<file path="src/rtl/pcoc_pkg.sv">
`timescale 1ns / 1ps
// ----------------------------------------------------------------------------
// pcoc_pkg
// Shared types and constants of the pair-channel odd-cycle checker.
// ----------------------------------------------------------------------------
package pcoc_pkg;

    localparam int ORDER_DEFAULT = 10;
    localparam int POINT_W       = 4;

    localparam logic [1:0] FAULT_NONE      = 2'd0;
    localparam logic [1:0] FAULT_COLLISION = 2'd1;
    localparam logic [1:0] FAULT_WALK      = 2'd2;
    localparam logic [1:0] FAULT_NOT_PERM  = 2'd3;

    typedef enum logic [1:0] {
        ST_IDLE,
        ST_PREP,
        ST_WALK,
        ST_FINISH
    } state_t;

    typedef struct packed {
        logic load;
        logic init;
        logic step;
        logic finish;
    } ctrl_cmd_t;

    typedef struct packed {
        logic perm;
        logic pop;
        logic out_busy;
    } dp_stat_t;

    typedef struct packed {
        logic init;
        logic step;
        logic set;
        logic clr;
    } lane_cmd_t;

endpackage

</file>
<file path="src/rtl/pcoc_ctrl.sv">
`timescale 1ns / 1ps
// ----------------------------------------------------------------------------
// pcoc_ctrl
// Sequencer for load, link check, walk and result of one item.
// ----------------------------------------------------------------------------
module pcoc_ctrl
    import pcoc_pkg::*;
#(
    parameter int ORDER = ORDER_DEFAULT
)
(
    input  logic      clk,
    input  logic      rst_n,
    input  logic      in_valid,
    output logic      in_ready,
    input  dp_stat_t  stat,
    output ctrl_cmd_t cmd
);

    localparam int CW = $clog2(ORDER + 1);
    localparam logic [CW-1:0] LAST = CW'(ORDER - 1);

    state_t        state_reg, state_next;
    logic [CW-1:0] cnt_reg, cnt_next;

    always_comb
    begin
        state_next = state_reg;
        cnt_next   = cnt_reg;
        case (state_reg)
            ST_IDLE:
            begin
                if (in_valid)
                begin
                    state_next = ST_PREP;
                end
            end
            ST_PREP:
            begin
                cnt_next   = '0;
                state_next = (!stat.perm || stat.pop) ? ST_FINISH : ST_WALK;
            end
            ST_WALK:
            begin
                cnt_next = cnt_reg + CW'(1);
                if (cnt_reg == LAST)
                begin
                    state_next = ST_FINISH;
                end
            end
            ST_FINISH:
            begin
                if (!stat.out_busy)
                begin
                    state_next = ST_IDLE;
                end
            end
            default:
            begin
                state_next = ST_IDLE;
            end
        endcase
    end

    always_comb
    begin
        in_ready   = 1'b0;
        cmd        = '0;
        case (state_reg)
            ST_IDLE:
            begin
                in_ready = 1'b1;
                cmd.load = in_valid;
            end
            ST_PREP:
            begin
                cmd.init = stat.perm && !stat.pop;
            end
            ST_WALK:
            begin
                cmd.step = 1'b1;
            end
            ST_FINISH:
            begin
                cmd.finish = !stat.out_busy;
            end
            default:
            begin
                in_ready = 1'b0;
            end
        endcase
    end

    always_ff @(posedge clk or negedge rst_n)
    begin
        if (!rst_n)
        begin
            state_reg <= ST_IDLE;
            cnt_reg   <= '0;
        end
        else
        begin
            state_reg <= state_next;
            cnt_reg   <= cnt_next;
        end
    end

endmodule

</file>
<file path="config.mk">
export PLATFORM = sky130hd
export DESIGN_NAME = pcoc_ctrl
export DESIGN_NICKNAME = d
export VERILOG_FILES = /design/src/rtl/pcoc_pkg.sv /design/src/rtl/pcoc_ctrl.sv
export SDC_FILE = /design/constraint.sdc
export NUM_CORES = 1
export LEC_CHECK = 0
export BUFFER_PORTS_ARGS = -buffer_cell sky130_fd_sc_hd__buf_2
export CAP_MARGIN = 10
export CORE_AREA = 2 2 39 41
export CTS_BUF_LIST = sky130_fd_sc_hd__clkbuf_4 sky130_fd_sc_hd__clkbuf_8 sky130_fd_sc_hd__clkbuf_16
export CTS_CLUSTER_SIZE = 8
export DETAILED_ROUTE_END_ITERATION = 10
export DIE_AREA = 0 0 41 43
export HOLD_SLACK_MARGIN = 0.15
export PLACE_DENSITY = 0.47
export SETUP_SLACK_MARGIN = 0.4
export SYNTH_ARGS = -nofsm -noshare
export SYNTH_HDL_FRONTEND = slang
export SYNTH_SLANG_ARGS = --single-unit
</file>
<file path="constraint.sdc">
create_clock -name clk -period 1.9 [get_ports clk]
set_input_delay 0.19 -clock clk [delete_from_list [all_inputs] [get_ports clk]]
set_output_delay 0.19 -clock clk [all_outputs]
set_load 0.01 [all_outputs]
</file>
==> metrics <==
status finished, final reports clean; critical path required time 2.02 ns; Avg Cell Area, Syn between 10 and 15 um^2; Cells after Synth 40; Cell Pwr Density 1530 nW/um^2; kind of end point of the critical path flop; HPWL Detailed around 570 um; Non-Filler Instances 77; core box area between 1000 and 1500 um^2; setup_tns 0 ns; sequential area share after synthesis between 30 and 40%; Top delay family on crit path flip-flops; first-pass GRT wire length ~1300 um; Final min period ~1.5 ns; Slew Limit Fails 0; most frequent cells in the layout 10 x buf_2, 7 x buf_4, 6 x dfrtp_1; Worst-Skew Late Latency about 0.24 ns; WP depth 3; CTS tree yes; Synth Cell Area around 400 um^2; initial core utilization 28.9%; DP Cell Count 66; number of global-route vias before repair between 300 and 400; Nets between 70 and 80; Root Buffer Master clkbuf_4; Total Routing Usage GR between 10% and 20%; crit path DAT between 1.5 and 2 ns; Max VDD drop 0.000540 V; Seq pwr share between 20% and 30%; area occupied by multi-input gates 241 um^2; largest net degree at the start of global routing 7; DRC Markers 0; die width 41 um; number of buffers created by CTS 3; Diodes inserted 0; # H-tree levels 1; Port Buf Inserts 10; clk slew on worst S/H paths ~0.050 ns; final setup skew approximately 0.00044 ns; post-synth net total 52; clk buf depth 2; Slew headroom between 70% and 80%; kind of critical path reg2reg; synthesis-to-finish area growth 43.1%; count of cell types in the netlist 17; routed vias/inst between 4 and 5; fin crit share 79.8%; static leakage around 0.30 nW; Final Hold Viols 0; Achievable Freq 0.659 GHz; Max stage delay on crit path approximately 0.42 ns; GRT Residual Overflow 0; final RePlAce weighted congestion 0.793; Yosys Warn Count 0; CP max-delay cell dfrtp_1; Avg WL per Cell ~11 um; Adder-Cell Fraction of Synth Area 18.8%; net switching power 0.348 mW; Worst-Margin Slew roughly 0.37 ns; clock power share 13.4%; most common cell after layout, fill and taps aside buf_2; num rows 14; crit start category flop; crit-path cells ha_2 -> a222oi_1 -> mux2_2; Sink Count 6; crit path buf inv count 0; Fillers between 100 and 150; most used routing layer met2; GR Util met3 between 3 and 4%; max cap viols 0; num ports 11; multiplexer share of the synthesized area around a tenth; reg2reg path depth 3; Compound-Gate Fraction of Synth Area between 10 and 15%; M1 GR Usage between 10 and 15%; DR iter-0 viols 6; unrepaired setup endpoints after global routing yes; overall die height approximately 43 um; Sw Share between 30% and 40%; Simple-Gate Fraction of Synth Area 15.3%; layout cells sized above 1 between 40% and 50%; Internal ~0.53 mW; final WL 818 um; initial antenna violation count 0; max reg flops 4; post-synthesis xor/xnor area fraction 0%; Register Area 150 um^2; Vias roughly 350; largest family of logic cells by synthesized area adder cells; Final setup viols 0; die area 1760 um^2; drt first pass iters 5; worst hold path class in2async; Yosys reg bits 6; Comb pwr share between 60% and 70%; Routed Antenna Nets 0; CP Max Fanout 3; grt met2 use 16.9%
==> final cells by class <==
class                   instances  area share (%)
repair buffers                 18            19.7
clock buffers                   3            3.93
inverters                       7            4.59
multi-input cells              27            42.1
well taps                      16            3.49
flip-flops and latches          6            26.2
==> what timing repair did <==
action,4_1_cts,5_1_grt
hold buffers,1,0
hold endpoints to repair,6,0
pin swaps,1,1
endpoints found under the setup margin,1,4
gates resized for setup,3,1
buffers inserted,4,3
==> Yosys cell counts <==
master     instances  area share, %
inv_1              7            6.6
or3_1              1            1.6
o21ai_0            2            2.5
nand3b_1           1            1.9
mux2i_1            3            7.5
and2_1             1            1.6
mux2_1             1            2.8
nand2b_1           1            1.6
nor2b_1            3            4.7
nand3_1            1            1.2
nand2_1            2            1.9
o2bb2ai_1          2            4.4
a222oi_1           1            2.5
dfrtp_1            6             37
o221ai_1           1            2.2
ha_1               6             19
nor2_1             1           0.94
==> through the flow <==
| step | total power [mW] | util (%) | setup slack, ns | hold WS [ns] | instance area [um^2] |
|---|---|---|---|---|---|
| after floorplan | 0.533 | - | 0.367 | -0.106 | 415 |
| after global placement | 0.650 | 35.1 | 0.300 | 0.0280 | 485 |
| after detailed placement | 0.632 | 35.1 | 0.285 | 0.0243 | 485 |
| after CTS | 0.827 | 39.8 | 0.383 | 0.302 | 551 |
| after global routing | 0.973 | 41.4 | 0.257 | 0.321 | 573 |
| final | 0.879 | 41.4 | 0.384 | 0.299 | 573 |
==> cell families (layout without fill, tap and decap cells) <==
kind of cell	count (synthesis)	after routing
AOI/OAI and AO/OA	6	6
adders and majority gates	6	6
muxes	4	4
and+or+nand+nor	11	11
DFF	6	6
buffers and inverters	7	28
==> worst register-to-register path: stages (launching register included) <==
cell and delay [ns]:
dfrtp_1 0.42, ha_2 0.20, a222oi_1 0.38, mux2_2 0.39
==> final timing paths <==
| check | start | endpoint | slack (ns) |
|---|---|---|---|
| worst max-delay path | state_reg[1]$_DFFE_PN0P_ | state_reg[0]$_DFFE_PN0P_ | 0.38 |
| worst min-delay path | rst_n | state_reg[0]$_DFFE_PN0P_ | 0.30 |
| worst max register to register | state_reg[1]$_DFFE_PN0P_ | state_reg[0]$_DFFE_PN0P_ | 0.38 |
| worst min register to register | cnt_reg[3]$_DFFE_PN0P_ | cnt_reg[3]$_DFFE_PN0P_ | 0.54 |
| max in group asynchronous | rst_n | cnt_reg[0]$_DFFE_PN0P_ | 1.46 |
| min in group clk | stat[0] | state_reg[0]$_DFFE_PN0P_ | 0.42 |
==> power groups by stage <==
stage	registers [mW]	clock network, mW	logic (mW)
after detailed placement	0.227	0	0.405
after CTS	0.213	0.122	0.492
after global routing	0.220	0.133	0.620
after global placement	0.227	0	0.423
final	0.214	0.118	0.546
after floorplan	0.217	0	0.316
==> routing by layer <==
| layer | vias to the layer above | wire (um) |
|---|---|---|
| met2 | 12 | 383 |
| met1 | 157 | 382 |
| met4 | 0 | 0 |
| met3 | 0 | 52 |
| li1 | 179 | - |
| met5 | - | 0 |
No activity file was read; power rests on OpenSTA's default activity.
